<file path="src/design/fdm_pkg.sv">
// shared types and constants for the multichannel decimating fir
package fdm_pkg;

	localparam int DATA_W      = 32;
	localparam int REG_ADDR_W  = 4;
	localparam int SHIFT_W     = 3;
	localparam int CH_CNT_W    = 4;
	localparam int TAP_CNT_W   = 7;
	localparam int PHASE_W     = 7;
	localparam int IDX_W       = 6;
	localparam int COEF_W      = 18;
	localparam int SAMPLE_W    = 16;
	localparam int OUT_CH_W    = 3;
	localparam int PROD_W      = COEF_W + SAMPLE_W;
	localparam int ACC_W       = 42;
	localparam int YC_W        = 8;
	localparam int ROUND_SHIFT = 17;

	localparam logic OP_LOAD   = 1'b0;
	localparam logic OP_SAMPLE = 1'b1;

	localparam logic [SHIFT_W-1:0]   RST_SHIFT = 3'd2;
	localparam logic [CH_CNT_W-1:0]  RST_CHANS = 4'd2;
	localparam logic [TAP_CNT_W-1:0] RST_TAPS  = 7'd64;

	typedef enum logic [1:0] {
		REG_DECIM = 2'd0,
		REG_CHANS = 2'd1,
		REG_TAPS  = 2'd2
	} reg_idx_t;

	typedef struct packed {
		logic [SHIFT_W-1:0]   decimation_shift;
		logic [CH_CNT_W-1:0]  channel_count;
		logic [TAP_CNT_W-1:0] tap_count;
	} cfg_t;

	typedef struct packed {
		logic clear;
		logic issue;
	} mac_ctl_t;

	typedef enum logic [2:0] {
		ST_CLEAR,
		ST_IDLE,
		ST_FILL,
		ST_WRITE,
		ST_MAC,
		ST_DRAIN,
		ST_DONE
	} state_t;

endpackage

</file>
<file path="src/design/fdm_apb_regs.sv">
// apb configuration registers
module fdm_apb_regs (
	input  logic                            clk,
	input  logic                            arst_n,
	input  logic                            psel,
	input  logic                            penable,
	input  logic                            pwrite,
	input  logic [fdm_pkg::REG_ADDR_W-1:0]  paddr,
	input  logic [fdm_pkg::DATA_W-1:0]      pwdata,
	output logic [fdm_pkg::DATA_W-1:0]      prdata,
	output logic                            pready,
	output fdm_pkg::cfg_t                   cfg
);
	import fdm_pkg::*;

	cfg_t     cfg_q;
	reg_idx_t idx;
	logic     wr_en;

	assign idx    = reg_idx_t'(paddr[REG_ADDR_W-1:2]);
	assign wr_en  = psel && penable && pwrite;
	assign pready = 1'b1;
	assign cfg    = cfg_q;

	always_ff @(posedge clk or negedge arst_n) begin
		if (!arst_n) begin
			cfg_q.decimation_shift <= RST_SHIFT;
			cfg_q.channel_count    <= RST_CHANS;
			cfg_q.tap_count        <= RST_TAPS;
		end else if (wr_en) begin
			unique case (idx)
				REG_DECIM: cfg_q.decimation_shift <= pwdata[SHIFT_W-1:0];
				REG_CHANS: cfg_q.channel_count    <= pwdata[CH_CNT_W-1:0];
				REG_TAPS:  cfg_q.tap_count        <= pwdata[TAP_CNT_W-1:0];
				default: ;
			endcase
		end
	end

	always_comb begin
		unique case (idx)
			REG_DECIM: prdata = DATA_W'(cfg_q.decimation_shift);
			REG_CHANS: prdata = DATA_W'(cfg_q.channel_count);
			REG_TAPS:  prdata = DATA_W'(cfg_q.tap_count);
			default:   prdata = '0;
		endcase
	end

endmodule

</file>
<file path="config.mk">
export PLATFORM = sky130hd
export DESIGN_NAME = fdm_apb_regs
export DESIGN_NICKNAME = d
export VERILOG_FILES = /design/src/design/fdm_pkg.sv /design/src/design/fdm_apb_regs.sv
export SDC_FILE = /design/constraint.sdc
export NUM_CORES = 1
export LEC_CHECK = 0
export ABC_AREA = 0
export BUFFER_PORTS_ARGS = -buffer_cell sky130_fd_sc_hd__buf_4
export CAP_MARGIN = 30
export CORE_MARGIN = 1
export CORE_UTILIZATION = 31
export CTS_BUF_LIST = sky130_fd_sc_hd__clkbuf_8 sky130_fd_sc_hd__clkbuf_16
export DETAILED_ROUTE_END_ITERATION = 6
export PLACE_DENSITY = 0.84
export SETUP_SLACK_MARGIN = 0.3
export SLEW_MARGIN = 40
export SYNTH_ARGS = -nofsm -noshare
export SYNTH_HDL_FRONTEND = slang
export SYNTH_SLANG_ARGS = --single-unit
</file>
<file path="constraint.sdc">
create_clock -name clk -period 0.9 [get_ports clk]
set_clock_uncertainty 0.2 [all_clocks]
set_input_delay 0.045 -clock clk [delete_from_list [all_inputs] [get_ports clk]]
set_output_delay 0.045 -clock clk [all_outputs]
set_load 0.02 [all_outputs]
</file>
==> impl_metrics.env <==
export IMPL_path_buf_inv=1
export IMPL_synth_top_area_cell="dfrtp_1"
export IMPL_ys_warnings_count=0
export IMPL_initial_core_util_pct=33.5
export IMPL_max_stage_delay_ns=0.54
export IMPL_setup_viol=35
export IMPL_ys_seq_elements=14
export IMPL_worstPathArrival_ns=1.12
export IMPL_violations="hold timing, setup timing"
export IMPL_overflow=0
export IMPL_yosysTopAreaCellShare_pct=32.3
export IMPL_drive_above_1_share_pct=73.4
export IMPL_netlist_instances=76
export IMPL_die_area_um2=2970
export IMPL_fmax_mhz=734
export IMPL_cts_sinks=14
export IMPL_hpwl_um=1430
export IMPL_final_period_utilization_pct=151
export IMPL_cts_tree="yes"
export IMPL_cap_violations=0
export IMPL_period_needed_ns=1.36
export IMPL_finalMaxSlewViolations=0
export IMPL_fin_area_um2=1580
export IMPL_hold_violations=28
export IMPL_tns_ns=-9.18
export IMPL_track_usage_pct=16.3
export IMPL_antenna_found_initial=0
export IMPL_multi_input_area_um2=485
export IMPL_largest_reg_flops=14
export IMPL_reg2regPathDepth=3
export IMPL_peakVddDrop_uv=1740
export IMPL_required_ns=0.65
export IMPL_path_delay_family="flip-flops"
export IMPL_drtIter0Drc=5
export IMPL_dr_pass1_iters=4
export IMPL_rsz0062_at_grt="true"
export IMPL_vias_per_cell=4.27
export IMPL_register_area_um2=362
export IMPL_totalWireLength_um=2280
export IMPL_cts_max_level=1
export IMPL_syn2layout_area_growth_pct=85.0
export IMPL_fp_dieH_um=54.5
export IMPL_hp_class="input port to asynchronous set/reset pin"
export IMPL_clock_latency_ns=0.25
export IMPL_n_antenna_cell=0
export IMPL_wl_per_cell_um=13.5
export IMPL_dp_cells=153
export IMPL_clock_root_buffer="clkbuf_8"
export IMPL_async_flop_share_pct=100
export IMPL_critPathMaxFanout=2
export IMPL_cp_num_cells=3
export IMPL_core_area_um2=2540
export IMPL_syn_area_um2=853
export IMPL_status="finished, violations left"
export IMPL_die_w_um=54.5
export IMPL_drc=0
export IMPL_numCtsBuffers=3
export IMPL_fp_row_count=18
export IMPL_holdWs_ns=-0.571
export IMPL_grt_pass1_wl_um=3330
export IMPL_cellLeakagePower_nw=0.798
export IMPL_path_cells="mux2i_1 > o21ai_2 > buf_6"
export IMPL_layout_setup_ws_ns=-0.462
export IMPL_io_pins=88
export IMPL_grt_pass1_vias=721
export IMPL_synth_edff_count=0
export IMPL_fillers=171
export IMPL_synth_ff_type="dfrtp_1"
export IMPL_antenna_left=0
export IMPL_place_area_um2=1230
export IMPL_powerDensity_nw_per_um2=2090
export IMPL_critPathSlowestCell="dfstp_2"
export IMPL_synthDistinctLibCells=16
export IMPL_clk_pin_slew_ns=0.06
export IMPL_gp_congestion=0.782
export IMPL_crit_path_end_kind="primary output"
export IMPL_cts_buffer_depth=2
export IMPL_crit_type="flip-flop to primary output"
export IMPL_stdcell_count=169
export IMPL_yosys_top_cells_area="dfrtp_1 32%, buf_4 24%, mux2_2 18%"
export IMPL_synthesis_area_per_instance_um2=11.2
export IMPL_start_kind="flip-flop"
export IMPL_seq_area_frac_synth_pct=41.5
export IMPL_vias=722
export IMPL_grt_max_degree=15
export IMPL_io_buffers=34
export IMPL_fin_nets=181
-- layer usage --
| layer | wire (µm) | track usage [%] | up-vias |
|---|---|---|---|
| met3 | 156 | 3.06 | 3 |
| met1 | 872 | 19.7 | 344 |
| met5 | 0 | 0 | - |
| met4 | 30 | 8.55 | 0 |
| met2 | 1220 | 27.2 | 50 |
| li1 | - | - | 325 |
-- worst register-to-register path, delay by kind of cell (launching register included) --
kind,cells,cell delay (ns)
mux,1,0.26
buf+inv,2,0.22
flops,1,0.43
-- where the power goes --
part	switching [mW]	internal, mW	leakage (nW)
Clock	0.237	0.388	0.0288
Combinational	0.702	1.02	0.609
Sequential	0.142	0.814	0.159
-- cell usage after synthesis (2+ instances only) --
cell     instances
conb_1           2
mux2i_1          3
mux2_2          14
buf_4           27
nand2_1          3
dfrtp_1         11
and2_1           3
dfstp_2          3
o21ai_0          3
-- cell usage in the layout, fill, tap and decap left out --
master,instances
buf_4,18
nand3_4,1
nor2b_2,1
a22o_4,1
o21ai_2,3
and2b_2,1
mux2_2,4
dfrtp_2,6
buf_12,1
mux2_4,10
dfrtp_1,5
nor3_4,1
nor3b_4,1
conb_1,26
dfstp_2,3
buf_6,43
and2_4,3
or3b_4,1
nand2_1,3
clkbuf_8,4
mux2i_1,3
-- metrics by stage --
stage / utilization (%) / hold WS, ns / power, mW / setup slack (ns)
6_report: 62.0 / -0.571 / 3.31 / -0.462
5_1_grt: 62.0 / -0.556 / 3.45 / -0.499
4_1_cts: 57.8 / -0.564 / 3.07 / -0.464
3_5_place_dp: 48.3 / -0.295 / 2.10 / -0.418
3_3_place_gp: 48.3 / -0.301 / 2.06 / -0.395
2_1_floorplan: - / -0.451 / 1.60 / -0.256
-- cell type report --
class	count	share of cell area [%]
clock buffer	4	3.49
multi-input combinational	59	30.7
tap	30	2.38
timing repair buffer	62	40.5
sequential	14	22.9
-- final timing paths --
| kind | slack, ns | start | end |
|---|---|---|---|
| setup / recovery | -0.46 | cfg[12] | prdata[1] |
| hold / removal | -0.57 | arst_n | cfg[5] |
| setup reg to reg | -0.32 | cfg[0] | cfg[0] |
| hold reg to reg | 0.35 | cfg[7] | cfg[7] |
| max in group asynchronous | 0.83 | arst_n | cfg[12] |
| min in group clk | -0.18 | pwdata[4] | cfg[4] |
-- what timing repair did --
action                                  CTS  global route
setup buffers                             3             9
pin swaps                                 3             4
hold endpoints to repair                 28            28
endpoints found under the setup margin   35            35
gates resized for setup                  43            12
-- logic make-up after synthesis --
family	synth area share (%)
buffers and inverters	23.8
other	0.880
DFF	41.5
AOI/OAI and AO/OA	2.79
muxes	22.0
and+or+nand+nor	9.09
Power figures use the tool's default switching activity.
