===== config.mk =====
export PLATFORM = sky130hd
export DESIGN_NAME = fdm_mac
export DESIGN_NICKNAME = d
export VERILOG_FILES = /design/src/design/fdm_pkg.sv /design/src/design/fdm_mac.sv
export SDC_FILE = /design/constraint.sdc
export NUM_CORES = 1
export LEC_CHECK = 0
export BUFFER_PORTS_ARGS = -buffer_cell sky130_fd_sc_hd__buf_2
export CAP_MARGIN = 30
export CORE_MARGIN = 4
export CORE_UTILIZATION = 55
export DETAILED_ROUTE_END_ITERATION = 16
export PLACE_DENSITY = 0.77
export REMOVE_ABC_BUFFERS = 1
export SLEW_MARGIN = 20
export SYNTH_ARGS = -nofsm -noshare
export SYNTH_HDL_FRONTEND = slang
export SYNTH_SLANG_ARGS = --single-unit

===== constraint.sdc =====
create_clock -name clk -period 9 [get_ports clk]
set_input_delay 0 -clock clk [delete_from_list [all_inputs] [get_ports clk]]
set_output_delay 0 -clock clk [all_outputs]
set_load 0.01 [all_outputs]

===== src/design/fdm_pkg.sv =====
// shared types and constants for the multichannel decimating fir
package fdm_pkg;

	localparam int DATA_W      = 32;
	localparam int REG_ADDR_W  = 4;
	localparam int SHIFT_W     = 3;
	localparam int CH_CNT_W    = 4;
	localparam int TAP_CNT_W   = 7;
	localparam int PHASE_W     = 7;
	localparam int IDX_W       = 6;
	localparam int COEF_W      = 18;
	localparam int SAMPLE_W    = 16;
	localparam int OUT_CH_W    = 3;
	localparam int PROD_W      = COEF_W + SAMPLE_W;
	localparam int ACC_W       = 42;
	localparam int YC_W        = 8;
	localparam int ROUND_SHIFT = 17;

	localparam logic OP_LOAD   = 1'b0;
	localparam logic OP_SAMPLE = 1'b1;

	localparam logic [SHIFT_W-1:0]   RST_SHIFT = 3'd2;
	localparam logic [CH_CNT_W-1:0]  RST_CHANS = 4'd2;
	localparam logic [TAP_CNT_W-1:0] RST_TAPS  = 7'd64;

	typedef enum logic [1:0] {
		REG_DECIM = 2'd0,
		REG_CHANS = 2'd1,
		REG_TAPS  = 2'd2
	} reg_idx_t;

	typedef struct packed {
		logic [SHIFT_W-1:0]   decimation_shift;
		logic [CH_CNT_W-1:0]  channel_count;
		logic [TAP_CNT_W-1:0] tap_count;
	} cfg_t;

	typedef struct packed {
		logic clear;
		logic issue;
	} mac_ctl_t;

	typedef enum logic [2:0] {
		ST_CLEAR,
		ST_IDLE,
		ST_FILL,
		ST_WRITE,
		ST_MAC,
		ST_DRAIN,
		ST_DONE
	} state_t;

endpackage


===== src/design/fdm_mac.sv =====
// shared multiply-accumulate unit with rounding and saturation
module fdm_mac (
	input  logic                                  clk,
	input  logic                                  arst_n,
	input  fdm_pkg::mac_ctl_t                     ctl,
	input  logic signed [fdm_pkg::COEF_W-1:0]     tap_rd,
	input  logic signed [fdm_pkg::SAMPLE_W-1:0]   hist_rd,
	output logic                                  busy,
	output logic signed [fdm_pkg::SAMPLE_W-1:0]   rounded
);
	import fdm_pkg::*;

	localparam logic signed [ACC_W-1:0] SAT_HI = ACC_W'(32767);
	localparam logic signed [ACC_W-1:0] SAT_LO = -ACC_W'(32768);
	localparam logic signed [ACC_W-1:0] BIAS   = ACC_W'(1) <<< (ROUND_SHIFT - 1);

	logic                     v_s1, v_s2;
	logic signed [PROD_W-1:0] prod_s2;
	logic signed [ACC_W-1:0]  acc_q;
	logic signed [ACC_W-1:0]  biased;
	logic signed [ACC_W-1:0]  shifted;

	always_ff @(posedge clk or negedge arst_n) begin
		if (!arst_n) begin
			v_s1 <= 1'b0;
			v_s2 <= 1'b0;
		end else begin
			v_s1 <= ctl.issue;
			v_s2 <= v_s1;
		end
	end

	always_ff @(posedge clk) begin
		if (v_s1) begin
			prod_s2 <= tap_rd * hist_rd;
		end
		if (ctl.clear) begin
			acc_q <= '0;
		end else if (v_s2) begin
			acc_q <= acc_q + ACC_W'(prod_s2);
		end
	end

	assign busy    = v_s1 || v_s2;
	assign biased  = acc_q + BIAS;
	assign shifted = biased >>> ROUND_SHIFT;

	always_comb begin
		if (shifted > SAT_HI) begin
			rounded = SAT_HI[SAMPLE_W-1:0];
		end else if (shifted < SAT_LO) begin
			rounded = SAT_LO[SAMPLE_W-1:0];
		end else begin
			rounded = shifted[SAMPLE_W-1:0];
		end
	end

endmodule

==> metrics.yaml <==
finish:
  nets: 2243
  fillers: 2514
  drive_gt1_share_pct: 4.91
  area_delta_synth_final_pct: 5.39
  n_antenna_cell: 0
  final_common_cell: "inv_1"
  final_cell_mix: "inv_1, fa_1, nand2_1"
  final_cells: 2175
  finish.utilization_pct: 58.7
  final_cell_area_mm2: 0.0169
cts:
  cts_max_level: 3
  clk_latency_ns: 0.34
  post_cts_resized: 0
  clkTransAtPathRegs_ns: 0.06
  cts-root-buf: "clkbuf_16"
  cts_setup_buffers: 0
  cts.sinks: 78
  cts_buffers: 9
  cts_tree: "built"
  clk_path_buf_depth: 2
  cts_hold_buf: 3
yosys:
  synth_compound_area_share_pct: 9.82
  synth_top_family_by_area: "adder cells"
  syn-cell-area_mm2: 0.0160
  ys_ff_latch: 78
  ys_seq_area_share_pct: 12.0
  syn_inst: 1779
  syn_area_per_cell_um2: 8.99
  ys_types: 61
  synth_edf_count: 34
  synth.top_cells.by_area: "fa_1, ha_1, inv_1"
  synthAdderAreaFrac_pct: 46.4
  yosys.area.top_type: "fa_1"
  synthMuxAreaShare_pct: 1.38
  ys_warn_count: 0
  synth_top_cell_area_share_pct: 36.4
  synth_ff_type: "dfxtp_1"
  synth_xor_area_share_pct: 5.09
  synthSimpleGateAreaFrac_pct: 15.5
  async_reset_ff_share_pct: 2.56
min_path:
  hp-start: "ctl[1]"
  whs_endpoint: "acc_q[2]$_SDFFE_PP0P_"
  hp-class: "in -> reg"
  hold_depth: 3
timing:
  finClkSkew_ns: 0.0126
  max_freq_mhz: 157
  maxSlewViolCount: 0
  maxSlewHeadroom_pct: 49.3
  rsz0062_at_grt: "no"
  hold_viol: 0
  tns_ns: 0
  final.period_utilization_pct: 70.7
  setup_violations: 0
  period_needed_ns: 6.36
  tightest_slew_ns: 0.761
die:
  core_area_mm2: 0.0287
  die_area_mm2: 0.0319
  start_util_pct: 55.7
  pin_count: 55
  dieHeight_um: 179
  num_rows: 62
  chipWidth_um: 179
drt:
  drt_iter0_markers: 713
  ant_nets: 0
  drt-pass1-iter-count: 7
  wl_met3_mm: 2.37
  wl_met2_mm: 15.9
  drcViolationCount: 0
  m1WireLength_mm: 15.8
  num_vias: 11700
  routedWlPerCell_um: 15.9
  vias_per_cell: 5.39
  top_layer: "met4"
  wl_mm: 34.6
setup_path:
  start_kind: "input pin"
  cp_top_family: "adder cells"
  reg2reg_setup_slack_ns: 5.65
  cp.buffers_inverters: 4
  r2r_end: "acc_q[41]$_SDFFE_PP0P_"
  cp.required_ns: 9.08
  crit_chain: "buf_2 -> inv_1 -> nor2_1 -> fa_1 -> fa_1 -> fa_1 -> fa_1 -> fa_1 -> inv_1 -> fa_1 -> inv_1 -> ha_1 -> or3_1 -> o211ai_1 -> a2bb2oi_1 -> o31ai_1 -> o41ai_1 -> o21ai_0 -> o21ai_0 -> a31oi_1 -> xnor2_1"
  critical_path_class: "in -> reg"
  cp_max_fo: 15
  cp_slowest_stage_delay_ns: 0.56
  cp_common_cell: "fa_1"
  cp_slowest_cell: "o41ai_1"
  crit_arrival_ns: 6.44
  endpoint_kind: "register"
  rr_worst_depth: 10
  timing.rr.start: "prod_s2[10]$_DFFE_PP_"
placement:
  gp_congestion: 0.909
  io_buffers: 54
  dp.cells: 2156
  place_area_mm2: 0.0165
  dp_hpwl_mm: 28.7
job:
  drv_cap: 0
global_route:
  grt_pass1_vias: 12500
  grt_overflow_total: 0
  grt_first_pass_wirelength_mm: 59.6
  grt_max_degree: 44
  grt_antenna_before_repair: 0
  grt_util_all_layers_pct: 22.9
status:
  status: "finished, final reports clean"
-- registers in the layout (all words and copies together) (netlist names) --
signal	cells
prod_s2	34
v_s2	1
v_s1	1
acc_q	42
-- final cells by class --
type | count | area [um^2] | share of cell area (%)
inverter | 353 | 1330 | 7.86
timing repair buffer | 61 | 330 | 1.96
clock buffer | 11 | 254 | 1.51
multi-input combinational | 1283 | 12500 | 74.2
clock inverter | 5 | 41.3 | 0.245
sequential | 78 | 1910 | 11.3
tap | 384 | 480 | 2.85
-- stage by stage --
stage          hold slack, ns  setup slack (ns)
6_report                0.207              2.64
5_1_grt                 0.239              2.41
4_1_cts                 0.211              2.69
3_5_place_dp           -0.215              2.33
3_3_place_gp           -0.215              2.58
2_1_floorplan          -0.296              3.21
-- routing by layer --
layer	vias to the layer above	GRT usage (%)
li1	5590	-
met1	5739	32.4
met2	352	37.2
met3	38	4.18
met4	0	4.99
met5	-	0
-- Yosys cell counts (all sizes together), types with 8 or more instances --
cell	count
a211oi	12
a21o	40
a21oi	59
a31oi	12
and2	138
and3	8
clkbuf	63
dfxtp	42
edfxtp	34
fa	291
ha	128
inv	353
mux2i	21
nand2	182
nand2b	16
nand3	33
nand4	13
nor2	83
nor3	11
o211ai	10
o21ai	53
xnor2	59
xor2	34
-- cells by family (layout without fill, tap and decap cells) --
kind of cell    after synthesis  count (layout)
xor+xnor                     93              93
buf+inv                     418             430
compound gates              240             240
fa+ha+maj                   419             419
mux                          22              22
simple gates                509             509
flops                        78              78
-- worst reg2reg max path, stage by stage (launching register included) --
cell and delay, ns:
edfxtp_1 0.40, ha_1 0.41, nand3_1 0.12, nor2_1 0.20, and4_1 0.22, a21oi_1 0.14, o31ai_2 0.36, a41oi_1 0.26
o31a_1 0.42, o311ai_1 0.33, mux2_2 0.37
-- worst max path at each step --
stage	start	endpoint	slack [ns]	cells past startpoint
4_1_cts	hist_rd[15]	prod_s2[33]$_DFFE_PP_	2.69	21
3_3_place_gp	tap_rd[0]	prod_s2[30]$_DFFE_PP_	2.58	22
6_report	hist_rd[15]	prod_s2[33]$_DFFE_PP_	2.64	21
2_1_floorplan	hist_rd[15]	prod_s2[31]$_DFFE_PP_	3.21	20
3_5_place_dp	hist_rd[15]	prod_s2[33]$_DFFE_PP_	2.33	21
5_1_grt	hist_rd[15]	prod_s2[33]$_DFFE_PP_	2.41	21
Power is not shown: default switching activity piles up to over one toggle a cycle in this logic, so the estimate is an artifact.
